### config.mk
export PLATFORM = sky130hd
export DESIGN_NAME = coprocessor_mailbox_boot_handler
export DESIGN_NICKNAME = d
export VERILOG_FILES = /design/src/hdl/cmbh_pkg.sv /design/src/hdl/cmbh_front.sv /design/src/hdl/cmbh_fifo.sv /design/src/hdl/cmbh_back.sv /design/src/hdl/coprocessor_mailbox_boot_handler.sv
export SDC_FILE = /design/constraint.sdc
export NUM_CORES = 1
export LEC_CHECK = 0
export ABC_AREA = 1
export BUFFER_PORTS_ARGS = -buffer_cell sky130_fd_sc_hd__clkbuf_2
export CAP_MARGIN = 0
export CORE_MARGIN = 2
export CORE_UTILIZATION = 59
export DETAILED_ROUTE_END_ITERATION = 10
export PLACE_DENSITY_LB_ADDON = 0.25
export SYNTH_ARGS = -nofsm -noshare
export SYNTH_HDL_FRONTEND = slang
export SYNTH_HIERARCHICAL = 1
export SYNTH_SLANG_ARGS = --single-unit
### constraint.sdc
create_clock -name aclk -period 7.1 [get_ports aclk]
set_clock_uncertainty 0.15 [all_clocks]
set_input_delay 0.71 -clock aclk [delete_from_list [all_inputs] [get_ports aclk]]
set_output_delay 0.71 -clock aclk [all_outputs]
set_load 0.01 [all_outputs]
### src/hdl/cmbh_pkg.sv
// shared types, codes and constants for the coprocessor mailbox boot handler
// no dependencies; used by every module of the block
`default_nettype none

package cmbh_pkg;

    localparam int MSG_W        = 64;
    localparam int EP_W         = 8;
    localparam int VER_W        = 16;
    localparam int CFG_INDEX_W  = 8;
    localparam int CFG_DATA_W   = 16;
    localparam int S_TDATA_W    = 80;
    localparam int M_TDATA_W    = 80;
    localparam int MAP_PAGES    = 8;
    localparam int MAP_PAGE_W   = 32;
    localparam int START_EPS    = 4;
    localparam int FIFO_DEPTH   = 2;

    localparam logic [VER_W-1:0] MIN_VER_RESET = 16'd11;
    localparam logic [VER_W-1:0] MAX_VER_RESET = 16'd12;

    localparam logic [MSG_W-1:0] WAKEUP_MSG = 64'h0060_0000_0000_0220;

    // configuration register indexes
    localparam logic [CFG_INDEX_W-1:0] CFG_MIN_VER = 8'd0;
    localparam logic [CFG_INDEX_W-1:0] CFG_MAX_VER = 8'd1;

    // endpoints
    localparam logic [EP_W-1:0] EP_MGMT      = 8'h00;
    localparam logic [EP_W-1:0] EP_CRASHLOG  = 8'h01;
    localparam logic [EP_W-1:0] EP_SYSLOG    = 8'h02;
    localparam logic [EP_W-1:0] EP_IOREPORT  = 8'h04;
    localparam logic [EP_W-1:0] EP_APP_FIRST = 8'h20;

    // management message types
    localparam logic [7:0] MSG_HELLO       = 8'h01;
    localparam logic [7:0] MSG_HELLO_REPLY = 8'h02;
    localparam logic [7:0] MSG_START_EP    = 8'h05;
    localparam logic [7:0] MSG_PWR_ACK     = 8'h07;
    localparam logic [7:0] MSG_EPMAP       = 8'h08;
    localparam logic [7:0] MSG_PWR_STATE   = 8'h0b;

    // endpoint message types
    localparam logic [7:0] EPMSG_BUF_REQ     = 8'h01;
    localparam logic [7:0] EPMSG_SYSLOG_LOG  = 8'h05;
    localparam logic [7:0] EPMSG_SYSLOG_INIT = 8'h08;
    localparam logic [7:0] EPMSG_IOR_ACK     = 8'h08;
    localparam logic [7:0] EPMSG_IOR_UNK     = 8'h0c;

    typedef enum logic [1:0] {
        BOOT_INIT    = 2'd0,
        BOOT_BOOTING = 2'd1,
        BOOT_RUNNING = 2'd2,
        BOOT_FAILED  = 2'd3
    } boot_state_t;

    typedef enum logic [2:0] {
        KIND_SEND        = 3'd0,
        KIND_SET_RUN     = 3'd1,
        KIND_TO_CLIENT   = 3'd2,
        KIND_BUF_REQ     = 3'd3,
        KIND_BOOT_OK     = 3'd4,
        KIND_BOOT_FAILED = 3'd5,
        KIND_CRASHED     = 3'd6
    } out_kind_t;

    // one queued job: first result plus the system endpoints still to start
    typedef struct packed {
        out_kind_t              kind;
        logic [EP_W-1:0]        ep;
        logic [MSG_W-1:0]       msg;
        logic                   bad;
        logic [START_EPS-1:0]   start_mask;
    } cmd_t;

endpackage

`default_nettype wire

### src/hdl/cmbh_front.sv
// front end: accepts beats, decodes them, keeps the boot state and the endpoint map
// depends on cmbh_pkg
`default_nettype none

module cmbh_front (
    input  wire logic                              aclk,
    input  wire logic                              aresetn,
    input  wire logic                              s_tvalid,
    output logic                                   s_tready,
    input  wire logic [cmbh_pkg::S_TDATA_W-1:0]    s_tdata,
    input  wire logic                              s_tuser,
    input  wire logic                              cfg_valid,
    output logic                                   cfg_ready,
    input  wire logic [cmbh_pkg::CFG_INDEX_W-1:0]  cfg_index,
    input  wire logic [cmbh_pkg::CFG_DATA_W-1:0]   cfg_data,
    input  wire logic                              q_full,
    output logic                                   q_push,
    output cmbh_pkg::cmd_t                         q_cmd
);

    cmbh_pkg::boot_state_t state_reg, state_next;
    logic [cmbh_pkg::VER_W-1:0] min_ver_reg, max_ver_reg;
    logic crash_known_reg, crash_known_next;
    logic [7:0] log_count_reg, log_count_next;
    logic [cmbh_pkg::MAP_PAGE_W-1:0] map_reg  [cmbh_pkg::MAP_PAGES];
    logic [cmbh_pkg::MAP_PAGE_W-1:0] map_next [cmbh_pkg::MAP_PAGES];

    logic                           in_fire;
    logic                           running;
    logic [cmbh_pkg::EP_W-1:0]      ep;
    logic [cmbh_pkg::MSG_W-1:0]     msg;
    logic [7:0]                     msg_type;
    logic [cmbh_pkg::VER_W-1:0]     ver_lo, ver_hi, ver_want;
    logic [2:0]                     base;
    logic                           last_page;

    assign s_tready  = !q_full;
    assign cfg_ready = 1'b1;
    assign in_fire   = s_tvalid && s_tready;

    assign running   = s_tdata[0];
    assign ep        = s_tdata[8:1];
    assign msg       = s_tdata[72:9];
    assign msg_type  = msg[59:52];
    assign ver_lo    = msg[15:0];
    assign ver_hi    = msg[31:16];
    assign ver_want  = (ver_hi < max_ver_reg) ? ver_hi : max_ver_reg;
    assign base      = msg[34:32];
    assign last_page = msg[51];

    always_ff @(posedge aclk) begin
        if (!aresetn) begin
            state_reg       <= cmbh_pkg::BOOT_INIT;
            crash_known_reg <= 1'b0;
            log_count_reg   <= '0;
            min_ver_reg     <= cmbh_pkg::MIN_VER_RESET;
            max_ver_reg     <= cmbh_pkg::MAX_VER_RESET;
            for (int i = 0; i < cmbh_pkg::MAP_PAGES; i++) begin
                map_reg[i] <= '0;
            end
        end else begin
            state_reg       <= state_next;
            crash_known_reg <= crash_known_next;
            log_count_reg   <= log_count_next;
            map_reg         <= map_next;
            if (cfg_valid && cfg_ready) begin
                if (cfg_index == cmbh_pkg::CFG_MIN_VER) begin
                    min_ver_reg <= cfg_data;
                end else if (cfg_index == cmbh_pkg::CFG_MAX_VER) begin
                    max_ver_reg <= cfg_data;
                end
            end
        end
    end

    always_comb begin
        state_next       = state_reg;
        crash_known_next = crash_known_reg;
        log_count_next   = log_count_reg;
        map_next         = map_reg;
        q_push           = 1'b0;
        q_cmd            = '0;
        if (in_fire) begin
            if (!s_tuser) begin
                if (state_reg == cmbh_pkg::BOOT_INIT) begin
                    state_next = cmbh_pkg::BOOT_BOOTING;
                    q_push     = 1'b1;
                    if (running) begin
                        q_cmd.kind = cmbh_pkg::KIND_SEND;
                        q_cmd.msg  = cmbh_pkg::WAKEUP_MSG;
                    end else begin
                        q_cmd.kind = cmbh_pkg::KIND_SET_RUN;
                    end
                end
            end else begin
                case (ep)
                    cmbh_pkg::EP_MGMT: begin
                        case (msg_type)
                            cmbh_pkg::MSG_HELLO: begin
                                q_push = 1'b1;
                                if (ver_lo > max_ver_reg || ver_hi < min_ver_reg) begin
                                    state_next = cmbh_pkg::BOOT_FAILED;
                                    q_cmd.kind = cmbh_pkg::KIND_BOOT_FAILED;
                                end else begin
                                    q_cmd.kind = cmbh_pkg::KIND_SEND;
                                    q_cmd.msg  = {4'b0, cmbh_pkg::MSG_HELLO_REPLY, 20'b0,
                                                  ver_want, ver_want};
                                end
                            end
                            cmbh_pkg::MSG_EPMAP: begin
                                map_next[base] = map_reg[base] | msg[31:0];
                                q_push     = 1'b1;
                                q_cmd.kind = cmbh_pkg::KIND_SEND;
                                q_cmd.msg  = {4'b0, cmbh_pkg::MSG_EPMAP, last_page, 16'b0,
                                              base, 31'b0, !last_page};
                                // last page starts the system endpoints found in page 0
                                if (last_page) begin
                                    q_cmd.start_mask = map_next[0][cmbh_pkg::START_EPS:1];
                                end
                            end
                            cmbh_pkg::MSG_PWR_ACK: begin
                                q_push     = 1'b1;
                                q_cmd.kind = cmbh_pkg::KIND_SEND;
                                q_cmd.msg  = {4'b0, cmbh_pkg::MSG_PWR_STATE, 52'h20};
                            end
                            cmbh_pkg::MSG_PWR_STATE: begin
                                state_next = cmbh_pkg::BOOT_RUNNING;
                                q_push     = 1'b1;
                                q_cmd.kind = cmbh_pkg::KIND_BOOT_OK;
                            end
                            default: begin
                            end
                        endcase
                    end
                    cmbh_pkg::EP_CRASHLOG: begin
                        if (msg_type == cmbh_pkg::EPMSG_BUF_REQ) begin
                            q_push = 1'b1;
                            if (!crash_known_reg) begin
                                crash_known_next = 1'b1;
                                q_cmd.kind = cmbh_pkg::KIND_BUF_REQ;
                                q_cmd.ep   = ep;
                                q_cmd.msg  = msg;
                            end else begin
                                q_cmd.kind = cmbh_pkg::KIND_CRASHED;
                            end
                        end
                    end
                    cmbh_pkg::EP_SYSLOG: begin
                        case (msg_type)
                            cmbh_pkg::EPMSG_BUF_REQ: begin
                                q_push     = 1'b1;
                                q_cmd.kind = cmbh_pkg::KIND_BUF_REQ;
                                q_cmd.ep   = ep;
                                q_cmd.msg  = msg;
                            end
                            cmbh_pkg::EPMSG_SYSLOG_INIT: begin
                                log_count_next = msg[7:0];
                            end
                            cmbh_pkg::EPMSG_SYSLOG_LOG: begin
                                q_push     = 1'b1;
                                q_cmd.kind = cmbh_pkg::KIND_SEND;
                                q_cmd.ep   = ep;
                                q_cmd.msg  = msg;
                                q_cmd.bad  = msg[7:0] > log_count_reg;
                            end
                            default: begin
                            end
                        endcase
                    end
                    cmbh_pkg::EP_IOREPORT: begin
                        case (msg_type) inside
                            cmbh_pkg::EPMSG_BUF_REQ: begin
                                q_push     = 1'b1;
                                q_cmd.kind = cmbh_pkg::KIND_BUF_REQ;
                                q_cmd.ep   = ep;
                                q_cmd.msg  = msg;
                            end
                            cmbh_pkg::EPMSG_IOR_ACK, cmbh_pkg::EPMSG_IOR_UNK: begin
                                q_push     = 1'b1;
                                q_cmd.kind = cmbh_pkg::KIND_SEND;
                                q_cmd.ep   = ep;
                                q_cmd.msg  = msg;
                            end
                            default: begin
                            end
                        endcase
                    end
                    default: begin
                        if (ep >= cmbh_pkg::EP_APP_FIRST) begin
                            q_push     = 1'b1;
                            q_cmd.kind = cmbh_pkg::KIND_TO_CLIENT;
                            q_cmd.ep   = ep;
                            q_cmd.msg  = msg;
                        end
                    end
                endcase
            end
        end
    end

endmodule

`default_nettype wire

### src/hdl/cmbh_fifo.sv
// small job queue between the front and back ends, first word fall-through
// depends on cmbh_pkg
`default_nettype none

module cmbh_fifo #(
    parameter int DEPTH = cmbh_pkg::FIFO_DEPTH
) (
    input  wire logic            aclk,
    input  wire logic            aresetn,
    input  wire logic            push,
    input  cmbh_pkg::cmd_t       push_data,
    output logic                 full,
    input  wire logic            pop,
    output cmbh_pkg::cmd_t       pop_data,
    output logic                 empty
);

    localparam int PTR_W = (DEPTH > 1) ? $clog2(DEPTH) : 1;
    localparam int CNT_W = $clog2(DEPTH + 1);

    cmbh_pkg::cmd_t mem_reg [DEPTH];
    logic [PTR_W-1:0] wr_ptr_reg, rd_ptr_reg;
    logic [CNT_W-1:0] count_reg;
    logic do_push, do_pop;

    assign full     = (count_reg == CNT_W'(DEPTH));
    assign empty    = (count_reg == '0);
    assign do_push  = push && !full;
    assign do_pop   = pop && !empty;
    assign pop_data = mem_reg[rd_ptr_reg];

    always_ff @(posedge aclk) begin
        if (!aresetn) begin
            wr_ptr_reg <= '0;
            rd_ptr_reg <= '0;
            count_reg  <= '0;
        end else begin
            if (do_push) begin
                wr_ptr_reg <= (wr_ptr_reg == PTR_W'(DEPTH - 1)) ? '0 : wr_ptr_reg + 1'b1;
            end
            if (do_pop) begin
                rd_ptr_reg <= (rd_ptr_reg == PTR_W'(DEPTH - 1)) ? '0 : rd_ptr_reg + 1'b1;
            end
            if (do_push && !do_pop) begin
                count_reg <= count_reg + 1'b1;
            end else if (do_pop && !do_push) begin
                count_reg <= count_reg - 1'b1;
            end
        end
    end

    always_ff @(posedge aclk) begin
        if (do_push) begin
            mem_reg[wr_ptr_reg] <= push_data;
        end
    end

endmodule

`default_nettype wire

### src/hdl/cmbh_back.sv
// back end: turns queued jobs into result beats, one per cycle while m_tready is high, behind an output register
// depends on cmbh_pkg
`default_nettype none

module cmbh_back (
    input  wire logic                            aclk,
    input  wire logic                            aresetn,
    input  cmbh_pkg::cmd_t                       q_cmd,
    input  wire logic                            q_empty,
    output logic                                 q_pop,
    output logic                                 m_tvalid,
    input  wire logic                            m_tready,
    output logic [cmbh_pkg::M_TDATA_W-1:0]       m_tdata,
    output logic [2:0]                           m_tuser,
    output logic                                 m_tlast
);

    logic                               valid_reg, valid_next;
    cmbh_pkg::out_kind_t                kind_reg, kind_next;
    logic [cmbh_pkg::EP_W-1:0]          ep_reg, ep_next;
    logic [cmbh_pkg::MSG_W-1:0]         msg_reg, msg_next;
    logic                               bad_reg, bad_next;
    logic                               last_reg, last_next;
    logic [cmbh_pkg::START_EPS-1:0]     rem_reg, rem_next;
    logic [cmbh_pkg::START_EPS-1:0]     rem_clr;
    logic [1:0]                         sel;
    logic                               load;

    assign load = !valid_reg || m_tready;

    // lowest pending system endpoint
    always_comb begin
        sel = '0;
        for (int i = cmbh_pkg::START_EPS - 1; i >= 0; i--) begin
            if (rem_reg[i]) begin
                sel = 2'(i);
            end
        end
        rem_clr      = rem_reg;
        rem_clr[sel] = 1'b0;
    end

    always_comb begin
        valid_next = valid_reg;
        kind_next  = kind_reg;
        ep_next    = ep_reg;
        msg_next   = msg_reg;
        bad_next   = bad_reg;
        last_next  = last_reg;
        rem_next   = rem_reg;
        q_pop      = 1'b0;
        if (load) begin
            if (rem_reg != '0) begin
                valid_next = 1'b1;
                kind_next  = cmbh_pkg::KIND_SEND;
                ep_next    = cmbh_pkg::EP_MGMT;
                msg_next   = {4'b0, cmbh_pkg::MSG_START_EP, 17'b0,
                              {1'b0, sel} + 3'd1, 32'd2};
                bad_next   = 1'b0;
                last_next  = (rem_clr == '0);
                rem_next   = rem_clr;
            end else if (!q_empty) begin
                q_pop      = 1'b1;
                valid_next = 1'b1;
                kind_next  = q_cmd.kind;
                ep_next    = q_cmd.ep;
                msg_next   = q_cmd.msg;
                bad_next   = q_cmd.bad;
                last_next  = (q_cmd.start_mask == '0);
                rem_next   = q_cmd.start_mask;
            end else begin
                valid_next = 1'b0;
            end
        end
    end

    always_ff @(posedge aclk) begin
        if (!aresetn) begin
            valid_reg <= 1'b0;
            rem_reg   <= '0;
        end else begin
            valid_reg <= valid_next;
            rem_reg   <= rem_next;
        end
    end

    always_ff @(posedge aclk) begin
        kind_reg <= kind_next;
        ep_reg   <= ep_next;
        msg_reg  <= msg_next;
        bad_reg  <= bad_next;
        last_reg <= last_next;
    end

    assign m_tvalid = valid_reg;
    assign m_tuser  = kind_reg;
    assign m_tlast  = last_reg;
    assign m_tdata  = {7'b0, bad_reg, msg_reg, ep_reg};

endmodule

`default_nettype wire

### src/hdl/coprocessor_mailbox_boot_handler.sv
// top level of the coprocessor mailbox boot handler: front end, job queue, back end
// depends on cmbh_pkg, cmbh_front, cmbh_fifo, cmbh_back
//
// usage
//   s_* channel: one beat is a boot request (s_tuser = 0) or an inbound mailbox
//     message (s_tuser = 1). the beat is decoded and the boot state, endpoint
//     map, crash-buffer flag and syslog entry count are updated in the cycle it
//     is accepted. beats that cause no result are simply absorbed.
//   m_* channel: result beats in order; m_tlast marks the final result of an
//     input beat. most inputs give one result, the last endpoint-map page gives
//     its ack followed by a start message per system endpoint 1..4 set in page 0.
//   cfg_* channel: always ready; index 0 min version, index 1 max version,
//     other indexes are ignored. write only while the block is idle.
// timing
//   each job is registered in the job queue and then in the output register.
//   input beats are accepted one per cycle while the job queue has room; the
//   output register drains one beat per cycle while m_tready is high. the queue
//   depth (FIFO_DEPTH jobs) sets how far the front end runs ahead of a stalled
//   receiver; once it fills, s_tready drops.
// reset
//   synchronous active-low aresetn clears boot state, endpoint map, flags, queue
//   and output valid, and reloads the version range 11..12.
`default_nettype none

module coprocessor_mailbox_boot_handler #(
    parameter int FIFO_DEPTH = cmbh_pkg::FIFO_DEPTH
) (
    input  wire logic                              aclk,
    input  wire logic                              aresetn,
    // input beats
    input  wire logic                              s_tvalid,
    output logic                                   s_tready,
    // [0] cpu_running, [8:1] endpoint, [72:9] message, [79:73] zero
    input  wire logic [cmbh_pkg::S_TDATA_W-1:0]    s_tdata,
    // [0] action
    input  wire logic                              s_tuser,
    // result beats
    output logic                                   m_tvalid,
    input  wire logic                              m_tready,
    // [7:0] out_endpoint, [71:8] out_message, [72] syslog_index_bad, [79:73] zero
    output logic [cmbh_pkg::M_TDATA_W-1:0]         m_tdata,
    // [2:0] out_kind
    output logic [2:0]                             m_tuser,
    output logic                                   m_tlast,
    // configuration writes
    input  wire logic                              cfg_valid,
    output logic                                   cfg_ready,
    input  wire logic [cmbh_pkg::CFG_INDEX_W-1:0]  cfg_index,
    input  wire logic [cmbh_pkg::CFG_DATA_W-1:0]   cfg_data
);

    // job queue handshake between the two halves
    logic           q_full;
    logic           q_empty;
    logic           q_push;
    logic           q_pop;
    cmbh_pkg::cmd_t push_cmd;
    cmbh_pkg::cmd_t head_cmd;

    // decode, state update and job build
    cmbh_front u_front (
        .aclk      (aclk),
        .aresetn   (aresetn),
        .s_tvalid  (s_tvalid),
        .s_tready  (s_tready),
        .s_tdata   (s_tdata),
        .s_tuser   (s_tuser),
        .cfg_valid (cfg_valid),
        .cfg_ready (cfg_ready),
        .cfg_index (cfg_index),
        .cfg_data  (cfg_data),
        .q_full    (q_full),
        .q_push    (q_push),
        .q_cmd     (push_cmd)
    );

    // decouples a stalled receiver from the decoder
    cmbh_fifo #(
        .DEPTH (FIFO_DEPTH)
    ) u_fifo (
        .aclk      (aclk),
        .aresetn   (aresetn),
        .push      (q_push),
        .push_data (push_cmd),
        .full      (q_full),
        .pop       (q_pop),
        .pop_data  (head_cmd),
        .empty     (q_empty)
    );

    // expands each job into its result beats
    cmbh_back u_back (
        .aclk     (aclk),
        .aresetn  (aresetn),
        .q_cmd    (head_cmd),
        .q_empty  (q_empty),
        .q_pop    (q_pop),
        .m_tvalid (m_tvalid),
        .m_tready (m_tready),
        .m_tdata  (m_tdata),
        .m_tuser  (m_tuser),
        .m_tlast  (m_tlast)
    );

endmodule

`default_nettype wire

==> flow_metrics.tcl <==
set metrics [dict create \
    status "completed" \
    grt_pass1_wl_mm 53.1 \
    htree_levels 2 \
    p_leak_nw 7.48 \
    cts_setup_buffers 0 \
    relSlewSlack 0.129 \
    largest_reg_flops 160 \
    syn_area_per_cell_um2 10.7 \
    synth-async-reset-ratio 0 \
    gp_congestion 0.862 \
    syn-cell-area_um2 15800 \
    fin_nets 1816 \
    drc 0 \
    regToRegSetupSlack_ps 3780 \
    antenna_found_initial 0 \
    rows 59 \
    pin_count 197 \
    rr_startpoint "u_fifo/count_reg[0]" \
    hp-start "cfg_data[2]" \
    overflow 0 \
    clock-root-buffer "clkbuf_16" \
    setup_tns_ps 0 \
    ys_ff_latch 322 \
    max_cap_viol_count 0 \
    clk_pin_slew_worst_paths_ps 60 \
    cp_common_cell "nand4_1" \
    start_kind "input port" \
    post_cts_resized 0 \
    setup_viol 0 \
    drive_gt1_frac 0.229 \
    tritoncts "done" \
    ys.flop_type "edfxtp_1" \
    finalNonFillerCells 2010 \
    n_antenna_cell 0 \
    vias 11100 \
    grt_util_all_layers 0.236 \
    viasPerCell 5.50 \
    dieArea_um2 28100 \
    rsz0062_at_grt "false" \
    cts_made_buffers 35 \
    grt_max_degree 83 \
    cp_num_buf_inv 3 \
    cp_max_fo 69 \
    synth_seq_area_share 0.558 \
    holdWs_ps 303 \
    max_freq_mhz 262 \
    die_w_um 168 \
    clock_latency_ps 510 \
    drt_iter0_markers 949 \
    first_pass_iters 6 \
    tightest_slew_ps 1300 \
    cts_buffer_depth 3 \
    dp_hpwl_mm 22.7 \
    ir_worst_vdd_uv 179 \
    ant_nets 0 \
    p_total_w 0.00612 \
    critPathRequiredTime_ps 7080 \
    worstPathArrival_ps 3790 \
    powerDensity_nw_per_um2 343 \
    cpPeakStageDelay_ps 820 \
    finalCriticalPeriod_ps 3810 \
    die_h_um 168 \
    grt_pass1_vias 10400 \
    cts_sinks 322 \
    hp-class "input port to flop" \
    io_buffers 181 \
    synth_cells 1480 \
    synth-edff-count 237 \
    path_cells "clkbuf_2 > inv_1 > nand4_1 > nor3_1 > nand3_1 > o41ai_1 > o21ai_0 > nand4_1 > nand2_1 > a21oi_1 > o21ai_2 > nor2_4 > buf_4" \
    crit_path_start "s_tdata[68]" \
    ys.warnings.count 6 \
    period_share 0.537 \
    slew_violations 0 \
    critical_path_class "input port to flop" \
    placed_cells 1947 \
    core-area_um2 26200 \
    slowest_stage "buf_4" \
    endpoint_kind "flop" \
    detail_route.wl_per_cell_um 16.5 \
    wirelength_mm 33.2 \
    areaGrowthSynthToFinish_pct 12.8 \
    synth_cell_types 53 \
    hold_viol 0 \
    initial_core_util 0.603 \
    cp_top_family "simple AND/OR/NAND/NOR gates" \
    holdBufCountCts 0 \
]
-- worst register-to-register path, stage by stage (launching register included) --
cell and delay [ps]:
dfxtp_1 420, nor2_1 80, inv_1 70, nand2_1 100
nor2_2 310, inv_1 400, nor2_4 710, nor2_2 50
buf_4 290, nor3_1 470
-- placed cells by master, fill, tap and decap left out, types with 4 or more instances in the layout --
| cell | netlist | final |
|---|---|---|
| clkbuf_16 | 0 | 36 |
| nand4_1 | 11 | 11 |
| nand2_2 | 4 | 4 |
| a21oi_1 | 159 | 159 |
| mux2_4 | 80 | 80 |
| nor2_2 | 10 | 12 |
| clkinv_2 | 0 | 7 |
| nand3_1 | 30 | 30 |
| ha_1 | 57 | 57 |
| edfxtp_1 | 237 | 237 |
| nor2_1 | 138 | 134 |
| buf_4 | 10 | 8 |
| o21ai_0 | 102 | 102 |
| nor4_1 | 5 | 5 |
| nor3b_1 | 20 | 20 |
| o21ai_2 | 4 | 4 |
| nand2_1 | 168 | 168 |
| clkbuf_1 | 19 | 12 |
| a211oi_1 | 5 | 5 |
| dfxtp_1 | 85 | 84 |
| conb_1 | 2 | 8 |
| inv_2 | 6 | 6 |
| mux2_2 | 13 | 13 |
| nor2_4 | 3 | 5 |
| inv_1 | 199 | 198 |
| clkbuf_2 | 0 | 181 |
| nor3_1 | 31 | 31 |
| o211ai_1 | 7 | 7 |
-- cell type report --
type                            instances  area (um^2)
Tap cell                              335          419
Multi-Input combinational cell        894         5750
Fill cell                            1966         8390
Clock buffer                           49          960
Sequential cell                       322         8820
Inverter                              207          781
Clock inverter                         14          120
Timing Repair Buffer                  189          966
-- cells in the mapped netlist (2+ instances only) --
master    number  area (um^2)
edfxtp_1     237         7120
inv_1        199          747
nand2_1      168          631
a21oi_1      159          796
nor2_1       138          518
o21ai_0      102          510
dfxtp_1       85         1700
mux2_4        80         1200
ha_1          57          713
nor3_1        31          155
nand3_1       30          150
nor3b_1       20          150
clkbuf_1      19         71.3
buf_2         17         85.1
mux2_2        13          146
nand4_1       11         68.8
buf_4         10         75.1
nor2_2        10         62.6
buf_6          9          101
buf_12         8          160
o211ai_1       7         52.6
inv_2          6         22.5
a211oi_1       5         37.5
nor4_1         5         31.3
nand2_2        4         25.0
o21ai_2        4         35.0
a22o_1         3         26.3
nor2_4         3         33.8
nor4_2         3         37.5
or2_1          3         18.8
or2_2          3         18.8
a21o_1         2         15.0
a311oi_1       2         17.5
a31oi_1        2         12.5
conb_1         2         7.51
nand3_2        2         20.0
nand4_2        2         25.0
nor3_4         2         32.5
o21a_1         2         15.0
o21ai_1        2         10.0
-- cell families after synthesis --
family	Yosys count	share of synthesized area
compound gates	296	0.100
fa+ha+maj	57	0.0452
buf+inv	270	0.0806
flops	322	0.558
mux	93	0.0853
other cells	2	0.000475
simple gates	440	0.130
-- final timing paths --
path | end | depth (start not counted)
worst max-delay path | u_fifo/mem_reg[1][12] | 13
worst min-delay path | u_front/max_ver_reg[2] | 3
worst max register to register | u_fifo/mem_reg[1][56] | 9
worst min register to register | u_front/min_ver_reg[12] | 2
-- where the power goes --
part | switching (W) | internal (W)
sequential | 0.000169 | 0.00265
clock | 0.000716 | 0.000990
combinational | 0.000958 | 0.000631
-- through the flow --
stage	util	worst slack, ps	area, um^2
2_1_floorplan	-	1100	15800
3_3_place_gp	0.639	2850	16700
3_5_place_dp	0.639	2750	16700
4_1_cts	0.680	3280	17800
5_1_grt	0.680	2980	17800
6_report	0.680	3290	17800
-- per-layer routing --
metal  vias to the layer above  part of all wire  track usage
li1                       5432                 -            -
met1                      5117              0.46        0.338
met2                       453              0.46        0.377
met3                        59             0.064       0.0340
met4                         0             0.020       0.0681
met5                         -                 0            0
No activity file was read; power rests on OpenSTA's default activity.
